### src/rtl/tfqs_pkg.sv
// Shared types and codes for the task frame queue scheduler.
// Holds operation, status and lifecycle codes, queue indexes and port widths.
// No dependencies.
package tfqs_pkg;

	localparam int FRAME_COUNT_DEF = 64;

	// Field widths of the stream words
	localparam int FUNC_W     = 3;
	localparam int FID_W      = 6;
	localparam int STS_W      = 2;
	localparam int LC_W       = 3;
	localparam int OUT_LINK_W = 7;
	localparam int SPARK_W    = 32;
	localparam int S_DATA_W   = 16;
	localparam int M_DATA_W   = 72;

	// Operation codes
	localparam logic [FUNC_W-1:0] FN_SPARK   = 3'd0;
	localparam logic [FUNC_W-1:0] FN_UNSPARK = 3'd1;
	localparam logic [FUNC_W-1:0] FN_RUN     = 3'd2;
	localparam logic [FUNC_W-1:0] FN_BLOCK   = 3'd3;
	localparam logic [FUNC_W-1:0] FN_UNBLOCK = 3'd4;
	localparam logic [FUNC_W-1:0] FN_DONE    = 3'd5;

	// Result status codes
	localparam logic [STS_W-1:0] STS_APPLIED = 2'd0;
	localparam logic [STS_W-1:0] STS_IGNORED = 2'd1;
	localparam logic [STS_W-1:0] STS_ILLEGAL = 2'd2;

	// Frame lifecycle codes
	localparam logic [LC_W-1:0] LC_NEW     = 3'd0;
	localparam logic [LC_W-1:0] LC_SPARKED = 3'd1;
	localparam logic [LC_W-1:0] LC_RUNNING = 3'd2;
	localparam logic [LC_W-1:0] LC_BLOCKED = 3'd3;
	localparam logic [LC_W-1:0] LC_DONE    = 3'd4;

	// Queue indexes
	localparam int Q_SPARKED  = 0;
	localparam int Q_RUNNABLE = 1;
	localparam int Q_BLOCKED  = 2;
	localparam int Q_NUM      = 3;

	typedef enum logic [2:0] {
		FSM_CLEAR,
		FSM_IDLE,
		FSM_READ,
		FSM_WR_A,
		FSM_WR_B,
		FSM_HOLD
	} fsm_t;

endpackage

### src/rtl/tfqs_ram.sv
// Generic synchronous RAM: one write port with a bit mask, one registered read port.
// Standalone, no package dependency.
module tfqs_ram #(
	parameter int WIDTH = 8,
	parameter int DEPTH = 16
) (
	input  logic                     clk,
	input  logic                     wr_en,
	input  logic [$clog2(DEPTH)-1:0] wr_addr,
	input  logic [WIDTH-1:0]         wr_mask,
	input  logic [WIDTH-1:0]         wr_data,
	input  logic                     rd_en,
	input  logic [$clog2(DEPTH)-1:0] rd_addr,
	output logic [WIDTH-1:0]         rd_data
);

	logic [WIDTH-1:0] mem [DEPTH];

	always_ff @(posedge clk) begin
		if (wr_en) begin
			for (int i = 0; i < WIDTH; i++) begin
				if (wr_mask[i]) begin
					mem[wr_addr][i] <= wr_data[i];
				end
			end
		end
		if (rd_en) begin
			rd_data <= mem[rd_addr];
		end
	end

endmodule

### src/rtl/task_frame_queue_scheduler_core.sv
// Top level of the task frame queue scheduler: lifecycle and link memories, queue ends, sequencer.
// Depends on tfqs_pkg and tfqs_ram.
//
// Channel  Dir  Handshake           Payload
// s_*      in   s_tvalid/s_tready   func, frame_id (one operation word)
// m_*      out  m_tvalid/m_tready   status, frame_state, queue heads/counts, spark_total
//
// Each accepted word runs in order through accept and read of the frame entry, write of the
// frame entry, write of the unlinked neighbors, write of the old head or tail. The single
// write port of each link memory is why these writes take separate steps.
// After reset the block sweeps every memory entry back to a new, unlinked frame with s_tready low.
// A result waits in the output register; the next word is taken meanwhile, and its own
// result holds in the sequencer until the output register frees up.
module task_frame_queue_scheduler_core import tfqs_pkg::*; #(
	parameter int FRAME_COUNT = FRAME_COUNT_DEF
) (
	input  logic                clk,
	input  logic                arst_n,
	input  logic                s_tvalid,
	output logic                s_tready,
	// [2:0] func, [8:3] frame_id, [15:9] zero
	input  logic [S_DATA_W-1:0] s_tdata,
	output logic                m_tvalid,
	input  logic                m_tready,
	// [1:0] status, [4:2] frame_state, [11:5] runnable_head, [18:12] runnable_count,
	// [25:19] sparked_head, [32:26] sparked_count, [39:33] blocked_count, [71:40] spark_total
	output logic [M_DATA_W-1:0] m_tdata
);

	localparam int AW   = $clog2(FRAME_COUNT);
	localparam int LW   = $clog2(FRAME_COUNT + 1);
	localparam int M1_W = LC_W + LW;
	localparam logic [LW-1:0]   NIL       = LW'(FRAME_COUNT);
	localparam logic [AW-1:0]   LAST_ADDR = AW'(FRAME_COUNT - 1);
	localparam logic [M1_W-1:0] MASK_PREV = {{LC_W{1'b0}}, {LW{1'b1}}};
	localparam logic [M1_W-1:0] MASK_ALL  = {M1_W{1'b1}};

	// Sequencer and captured word
	fsm_t              fsm_q, fsm_d;
	logic [AW-1:0]     clr_cnt_q;
	logic [FUNC_W-1:0] func_q;
	logic [AW-1:0]     fid_q;
	logic              fid_ok_q;
	logic [FID_W-1:0]  fid_in;

	// Queue ends, sizes and the spark counter
	logic [LW-1:0]      first_q [Q_NUM];
	logic [LW-1:0]      last_q  [Q_NUM];
	logic [LW-1:0]      size_q  [Q_NUM];
	logic [LW-1:0]      first_d [Q_NUM];
	logic [LW-1:0]      last_d  [Q_NUM];
	logic [LW-1:0]      size_d  [Q_NUM];
	logic [SPARK_W-1:0] spark_q;

	// Pending neighbor writes
	logic [LW-1:0] lnk_n_q, lnk_p_q, push_lnk_q;
	logic          wa_n_en_q, wa_p_en_q, wb_h_en_q, wb_t_en_q;

	// Result fields held until the output register takes them
	logic [STS_W-1:0] sts_q;
	logic [LC_W-1:0]  fst_q;
	logic             m_tvalid_q;
	logic [M_DATA_W-1:0] m_tdata_q;

	// Memory ports: m1 holds {lifecycle, prev}, m2 holds next
	logic            m1_wr_en, m2_wr_en, rd_en;
	logic [AW-1:0]   m1_wr_addr, m2_wr_addr, rd_addr;
	logic [M1_W-1:0] m1_wr_mask, m1_wr_data, m1_rd_data;
	logic [LW-1:0]   m2_wr_data, m2_rd_data;
	logic            load_out;

	// Decode of the frame entry
	logic [LC_W-1:0]  s_lc, lc_c, fst_c;
	logic [LW-1:0]    s_prev, s_next, f_link, push_lnk_c, f_prev_c, f_next_c;
	logic [STS_W-1:0] sts_c;
	logic             applied_c, spark_inc_c;
	logic [Q_NUM-1:0] unl_c, ph_c, pt_c;
	logic             out_free;

	assign fid_in   = s_tdata[FUNC_W +: FID_W];
	assign s_lc     = m1_rd_data[LW +: LC_W];
	assign s_prev   = m1_rd_data[LW-1:0];
	assign s_next   = m2_rd_data;
	assign f_link   = LW'(fid_q);
	assign out_free = !m_tvalid_q || m_tready;

	assign s_tready = (fsm_q == FSM_IDLE);
	assign m_tvalid = m_tvalid_q;
	assign m_tdata  = m_tdata_q;

	tfqs_ram #(
		.WIDTH(M1_W),
		.DEPTH(FRAME_COUNT)
	) u_lc_prev_ram (
		.clk    (clk),
		.wr_en  (m1_wr_en),
		.wr_addr(m1_wr_addr),
		.wr_mask(m1_wr_mask),
		.wr_data(m1_wr_data),
		.rd_en  (rd_en),
		.rd_addr(rd_addr),
		.rd_data(m1_rd_data)
	);

	tfqs_ram #(
		.WIDTH(LW),
		.DEPTH(FRAME_COUNT)
	) u_next_ram (
		.clk    (clk),
		.wr_en  (m2_wr_en),
		.wr_addr(m2_wr_addr),
		.wr_mask({LW{1'b1}}),
		.wr_data(m2_wr_data),
		.rd_en  (rd_en),
		.rd_addr(rd_addr),
		.rd_data(m2_rd_data)
	);

	// Decode the operation against the frame's current state
	always_comb begin
		sts_c       = STS_IGNORED;
		lc_c        = s_lc;
		applied_c   = 1'b0;
		spark_inc_c = 1'b0;
		unl_c       = '0;
		ph_c        = '0;
		pt_c        = '0;
		if (fid_ok_q) begin
			case (func_q)
				FN_SPARK: begin
					if (s_lc == LC_NEW) begin
						pt_c[Q_SPARKED] = 1'b1;
						lc_c            = LC_SPARKED;
						spark_inc_c     = 1'b1;
						applied_c       = 1'b1;
					end
				end
				FN_UNSPARK: begin
					if (s_lc == LC_SPARKED) begin
						unl_c[Q_SPARKED] = 1'b1;
						lc_c             = LC_NEW;
						applied_c        = 1'b1;
					end else if (s_lc != LC_NEW) begin
						sts_c = STS_ILLEGAL;
					end
				end
				FN_RUN: begin
					if (s_lc == LC_SPARKED || s_lc == LC_NEW) begin
						unl_c[Q_SPARKED] = (s_lc == LC_SPARKED);
						ph_c[Q_RUNNABLE] = 1'b1;
						lc_c             = LC_RUNNING;
						applied_c        = 1'b1;
					end
				end
				FN_BLOCK: begin
					if (s_lc == LC_RUNNING) begin
						unl_c[Q_RUNNABLE] = 1'b1;
						ph_c[Q_BLOCKED]   = 1'b1;
						lc_c              = LC_BLOCKED;
						applied_c         = 1'b1;
					end else begin
						sts_c = STS_ILLEGAL;
					end
				end
				FN_UNBLOCK: begin
					if (s_lc == LC_BLOCKED) begin
						unl_c[Q_BLOCKED] = 1'b1;
						ph_c[Q_RUNNABLE] = 1'b1;
						lc_c             = LC_RUNNING;
						applied_c        = 1'b1;
					end else begin
						sts_c = STS_ILLEGAL;
					end
				end
				FN_DONE: begin
					if (s_lc == LC_RUNNING) begin
						unl_c[Q_RUNNABLE] = 1'b1;
						lc_c              = LC_DONE;
						applied_c         = 1'b1;
					end else begin
						sts_c = STS_ILLEGAL;
					end
				end
				default: begin
				end
			endcase
		end
		if (applied_c) begin
			sts_c = STS_APPLIED;
		end
		fst_c = fid_ok_q ? lc_c : LC_NEW;
	end

	// Queue end updates; unlink and push always touch different queues
	always_comb begin
		push_lnk_c = NIL;
		for (int q = 0; q < Q_NUM; q++) begin
			first_d[q] = first_q[q];
			last_d[q]  = last_q[q];
			size_d[q]  = size_q[q];
			if (unl_c[q]) begin
				if (first_q[q] == f_link) begin
					first_d[q] = s_next;
				end
				if (last_q[q] == f_link) begin
					last_d[q] = s_prev;
				end
				if (size_q[q] != '0) begin
					size_d[q] = size_q[q] - LW'(1);
				end
			end
			if (ph_c[q]) begin
				push_lnk_c = first_q[q];
				if (first_q[q] == NIL) begin
					last_d[q] = f_link;
				end
				first_d[q] = f_link;
				size_d[q]  = size_q[q] + LW'(1);
			end
			if (pt_c[q]) begin
				push_lnk_c = last_q[q];
				if (last_q[q] == NIL) begin
					first_d[q] = f_link;
				end
				last_d[q] = f_link;
				size_d[q] = size_q[q] + LW'(1);
			end
		end
		f_prev_c = (|pt_c) ? push_lnk_c : NIL;
		f_next_c = (|ph_c) ? push_lnk_c : NIL;
	end

	always_ff @(posedge clk or negedge arst_n) begin
		if (!arst_n) begin
			fsm_q <= FSM_CLEAR;
		end else begin
			fsm_q <= fsm_d;
		end
	end

	// Sequencer: next state and memory port control
	always_comb begin
		fsm_d      = fsm_q;
		rd_en      = 1'b0;
		rd_addr    = AW'(fid_in);
		m1_wr_en   = 1'b0;
		m1_wr_addr = fid_q;
		m1_wr_mask = MASK_ALL;
		m1_wr_data = {lc_c, f_prev_c};
		m2_wr_en   = 1'b0;
		m2_wr_addr = fid_q;
		m2_wr_data = f_next_c;
		load_out   = 1'b0;
		case (fsm_q)
			FSM_CLEAR: begin
				// Sweep every entry back to a new, unlinked frame
				m1_wr_en   = 1'b1;
				m1_wr_addr = clr_cnt_q;
				m1_wr_data = {LC_NEW, NIL};
				m2_wr_en   = 1'b1;
				m2_wr_addr = clr_cnt_q;
				m2_wr_data = NIL;
				if (clr_cnt_q == LAST_ADDR) begin
					fsm_d = FSM_IDLE;
				end
			end
			FSM_IDLE: begin
				if (s_tvalid) begin
					rd_en = 1'b1;
					fsm_d = FSM_READ;
				end
			end
			FSM_READ: begin
				// Write the frame's own entry
				m1_wr_en = applied_c;
				m2_wr_en = applied_c;
				fsm_d    = FSM_WR_A;
			end
			FSM_WR_A: begin
				// Splice the old neighbors together
				m1_wr_en   = wa_n_en_q;
				m1_wr_addr = AW'(lnk_n_q);
				m1_wr_mask = MASK_PREV;
				m1_wr_data = {LC_NEW, lnk_p_q};
				m2_wr_en   = wa_p_en_q;
				m2_wr_addr = AW'(lnk_p_q);
				m2_wr_data = lnk_n_q;
				fsm_d      = FSM_WR_B;
			end
			FSM_WR_B: begin
				// Link the old head back to the frame, or the old tail forward to it
				m1_wr_en   = wb_h_en_q;
				m1_wr_addr = AW'(push_lnk_q);
				m1_wr_mask = MASK_PREV;
				m1_wr_data = {LC_NEW, f_link};
				m2_wr_en   = wb_t_en_q;
				m2_wr_addr = AW'(push_lnk_q);
				m2_wr_data = f_link;
				if (out_free) begin
					load_out = 1'b1;
					fsm_d    = FSM_IDLE;
				end else begin
					fsm_d = FSM_HOLD;
				end
			end
			FSM_HOLD: begin
				if (out_free) begin
					load_out = 1'b1;
					fsm_d    = FSM_IDLE;
				end
			end
			default: begin
				fsm_d = FSM_IDLE;
			end
		endcase
	end

	// Control state: clear counter, queue ends, spark counter, output valid
	always_ff @(posedge clk or negedge arst_n) begin
		if (!arst_n) begin
			clr_cnt_q  <= '0;
			spark_q    <= '0;
			m_tvalid_q <= 1'b0;
			for (int q = 0; q < Q_NUM; q++) begin
				first_q[q] <= NIL;
				last_q[q]  <= NIL;
				size_q[q]  <= '0;
			end
		end else begin
			if (fsm_q == FSM_CLEAR) begin
				clr_cnt_q <= clr_cnt_q + AW'(1);
			end
			if (fsm_q == FSM_READ) begin
				for (int q = 0; q < Q_NUM; q++) begin
					first_q[q] <= first_d[q];
					last_q[q]  <= last_d[q];
					size_q[q]  <= size_d[q];
				end
				if (spark_inc_c) begin
					spark_q <= spark_q + SPARK_W'(1);
				end
			end
			if (load_out) begin
				m_tvalid_q <= 1'b1;
			end else if (m_tready) begin
				m_tvalid_q <= 1'b0;
			end
		end
	end

	// Payload registers
	always_ff @(posedge clk) begin
		if (fsm_q == FSM_IDLE && s_tvalid) begin
			func_q   <= s_tdata[FUNC_W-1:0];
			fid_q    <= AW'(fid_in);
			fid_ok_q <= (int'(fid_in) < FRAME_COUNT);
		end
		if (fsm_q == FSM_READ) begin
			sts_q      <= sts_c;
			fst_q      <= fst_c;
			lnk_n_q    <= s_next;
			lnk_p_q    <= s_prev;
			push_lnk_q <= push_lnk_c;
			wa_n_en_q  <= (|unl_c) && (s_next != NIL);
			wa_p_en_q  <= (|unl_c) && (s_prev != NIL);
			wb_h_en_q  <= (|ph_c) && (push_lnk_c != NIL);
			wb_t_en_q  <= (|pt_c) && (push_lnk_c != NIL);
		end
		// Queue ends already hold this word's outcome when the result loads
		if (load_out) begin
			m_tdata_q <= {spark_q,
				OUT_LINK_W'(size_q[Q_BLOCKED]),
				OUT_LINK_W'(size_q[Q_SPARKED]),
				OUT_LINK_W'(first_q[Q_SPARKED]),
				OUT_LINK_W'(size_q[Q_RUNNABLE]),
				OUT_LINK_W'(first_q[Q_RUNNABLE]),
				fst_q, sts_q};
		end
	end

endmodule

### config.mk
export PLATFORM = sky130hd
export DESIGN_NAME = task_frame_queue_scheduler_core
export DESIGN_NICKNAME = d
export VERILOG_FILES = /design/src/rtl/tfqs_pkg.sv /design/src/rtl/tfqs_ram.sv /design/src/rtl/task_frame_queue_scheduler_core.sv
export SDC_FILE = /design/constraint.sdc
export NUM_CORES = 1
export LEC_CHECK = 0
export BUFFER_PORTS_ARGS = -buffer_cell sky130_fd_sc_hd__buf_4
export CAP_MARGIN = 20
export CORE_UTILIZATION = 60
export CTS_CLUSTER_DIAMETER = 200
export DETAILED_ROUTE_END_ITERATION = 6
export PLACE_DENSITY = 0.85
export RECOVER_POWER = 50
export SLEW_MARGIN = 20
export SYNTH_ARGS = -nofsm -noshare
export SYNTH_HDL_FRONTEND = slang
export SYNTH_SLANG_ARGS = --single-unit
### constraint.sdc
create_clock -name clk -period 6.02 [get_ports clk]
set_input_delay 1.204 -clock clk [delete_from_list [all_inputs] [get_ports clk]]
set_output_delay 1.204 -clock clk [all_outputs]
set_load 0.02 [all_outputs]
==> results.json <==
{
  "status": "finished, violations left",
  "violations": "DRC, capacitance limit, slew limit",
  "ys_seq_area_share_pct": 73.8,
  "ys_types": 76,
  "clk_latency_ns": 0.72,
  "hold_viol": 0,
  "fillerInstances": 5044,
  "synth_top_area_share_pct": 69.4,
  "synth_edf_count": 1215,
  "postCtsSetupRepairBufs": 0,
  "synth_top_area_cell": "edfxtp_1",
  "r2r-end": "u_next_ram.mem[25][5]",
  "r2r_cells": 7,
  "instances_no_fill": 4100,
  "cts_resized": 0,
  "final-max-slew-violation-count": 754,
  "grt_pass1_wl_mm": 191,
  "post-place-ws_ns": 1.74,
  "hold_path.class": "primary input to async pin",
  "setup_violations": 0,
  "die_area_um2": 88800,
  "worstPathRequired_ns": 6.58,
  "num_vias": 28800,
  "htree_num_levels": 3,
  "crit_fanout": 86,
  "fmax_ghz": 0.185,
  "power.density_nw_per_um2": 416,
  "critPathKind": "primary input to register",
  "clockBufferDepth": 3,
  "clock_sinks": 1306,
  "ys_top_cells_by_count": "edfxtp_1 (1215), mux4_2 (333), nor2_1 (199), nand2_1 (125), dfrtp_1 (87)",
  "cp-start-kind": "primary input",
  "wl_per_cell_um": 31.3,
  "overflow": 0,
  "placed_cells_incl_taps": 3878,
  "cap_violations": 16,
  "max-slew-margin-rel_pct": -101,
  "tns_ns": 0,
  "finalCritPeriodShare_pct": 89.7,
  "end_kind": "register",
  "ir_drop_uv": 352,
  "yosys.cell_count.top_type": "edfxtp_1",
  "syn_area_um2": 52500,
  "finClkSkew_ns": 0.0276,
  "area_growth_pct": 11.0,
  "ant_nets": 0,
  "worst-r2r-setup-slack_ns": 0.92,
  "setup_ws_ns": 0.618,
  "worstMarginPinSlew_ns": 3.02,
  "antenna_found_initial": 0,
  "drc": 1,
  "synth-async-reset-ratio_pct": 6.97,
  "core_area_um2": 86800,
  "syn_nets": 2770,
  "grt_usage_pct": 29.2,
  "fin_nets": 2886,
  "first_pass_iters": 7,
  "yosys_warnings": 0,
  "antennaDiodeCount": 0,
  "grt_pass1_vias": 29300,
  "io_pins": 94,
  "die_w_um": 298,
  "rows": 108,
  "layout-drive-gt1-share_pct": 21.6,
  "cts_root_buffer": "clkbuf_16",
  "path_clk_slew_ns": 0.07,
  "cts_hold_repair.buffers": 0,
  "syn_avg_cell_area_um2": 19.2,
  "ys_ff_latch": 1306,
  "wl_mm": 128,
  "rsz0062_at_grt": "false",
  "cts_tree": "yes",
  "regToRegStartpoint": "fsm_q[0]",
  "post-route-min-period_ns": 5.40,
  "die_h_um": 298,
  "arrival_ns": 5.97,
  "initial_core_util_pct": 60.6,
  "syn_inst": 2730,
  "p_leak_uw": 0.0189,
  "synth.top_cells.by_area": "edfxtp_1 (69%), mux4_2 (14%), dfrtp_1 (4.1%), nor2_1 (1.4%), nand2_1 (0.89%)",
  "dp_hpwl_mm": 72.8,
  "grt_max_degree": 87,
  "io_buffers": 86,
  "synth_flop_cell": "edfxtp_1",
  "cts_made_buffers": 118,
  "drtIter0Drc": 4295,
  "gp_congestion": 0.948,
  "vias_per_cell": 7.02
}
## power breakdown
| part | internal [µW] | switching (µW) | total (µW) |
|---|---|---|---|
| Clock | 4430 | 3400 | 7830 |
| Combinational | 1070 | 3490 | 4560 |
| Sequential | 11500 | 428 | 11900 |
| Total | 16900 | 7320 | 24300 |
## placed cells by master, fill, tap and decap left out, drive strengths merged, types with 30 or more instances in the layout
cell type     n
a21oi        63
buf          43
clkbuf      246
clkinv       50
dfrtp        87
edfxtp     1215
mux4        333
nand2       126
nor2        199
nor3         81
nor4         30
xnor2        47
xor2         35
## flip-flops by register name (all words and copies together) (netlist names), 7 cells and up
signal                 flops
lnk_n_q                    7
last_q                     7
spark_q                   32
first_q                   21
u_next_ram.mem           448
u_lc_prev_ram.mem        640
lnk_p_q                    7
m_tdata                   72
size_q                    21
u_next_ram.rd_data         7
u_lc_prev_ram.rd_data     10
## worst max-delay path by stage
stage               start                  endpoint  slack, ns  cells after the start
2_1_floorplan    m_tready                m_tdata[0]       0.97                      2
3_3_place_gp   s_tdata[3]     u_next_ram.rd_data[5]       1.81                      8
3_5_place_dp     fsm_q[0]     u_next_ram.mem[52][0]       1.74                      7
4_1_cts          fsm_q[0]     u_next_ram.mem[16][6]       1.61                      7
5_1_grt        s_tdata[4]  u_lc_prev_ram.rd_data[0]       0.70                      8
6_report       s_tdata[4]  u_lc_prev_ram.rd_data[0]       0.62                      8
## cells by family (layout without fill, tap and decap cells)
group	Yosys count	count (layout)	share of synthesized area, %
AOI/OAI and AO/OA	217	217	2.86
muxes	365	365	14.9
and+or+nand+nor	571	571	5.12
buffers and inverters	169	384	1.42
DFF	1306	1306	73.8
adders and majority gates	20	20	0.519
xor gates and xnor gates	82	82	1.38
## per-layer routing
| layer | up-vias | GRT usage (%) | part of all wire [%] |
|---|---|---|---|
| met5 | - | 0 | 0 |
| met2 | 2329 | 48.0 | 50 |
| li1 | 11300 | - | - |
| met3 | 452 | 5.64 | 11 |
| met4 | 0 | 13.0 | 4.9 |
| met1 | 14700 | 38.4 | 35 |
## worst max-delay path: stages
cell and delay [ns]:
clkbuf_2 2.08, buf_4 0.67, mux4_2 0.31, nor2b_1 0.16, a211oi_1 0.09, a2111oi_0 0.92, a31oi_1 0.23, nand2_1 0.23
## through the flow
stage / hold slack (ns) / total power (µW) / util [%] / area, µm²
2_1_floorplan: 0.400 / 14500 / - / 52500
3_3_place_gp: 0.406 / 16000 / 62.9 / 54600
3_5_place_dp: 0.405 / 16400 / 63.0 / 54600
6_report: 0.414 / 24300 / 67.2 / 58300
5_1_grt: 0.427 / 24800 / 67.2 / 58300
4_1_cts: 0.281 / 24200 / 67.6 / 58600
## layout make-up
type                       instances  area (µm²)  share of cell area (%)
clock buffer                     141        3110                    5.33
clock inverter                    78         888                    1.52
inverter                          17        66.3                   0.114
multi-input combinational       1255       13200                    22.6
sequential                      1306       38800                    66.5
tap                             1155        1450                    2.48
timing repair buffer             148         836                    1.43
(Power assumes the default switching activity.)
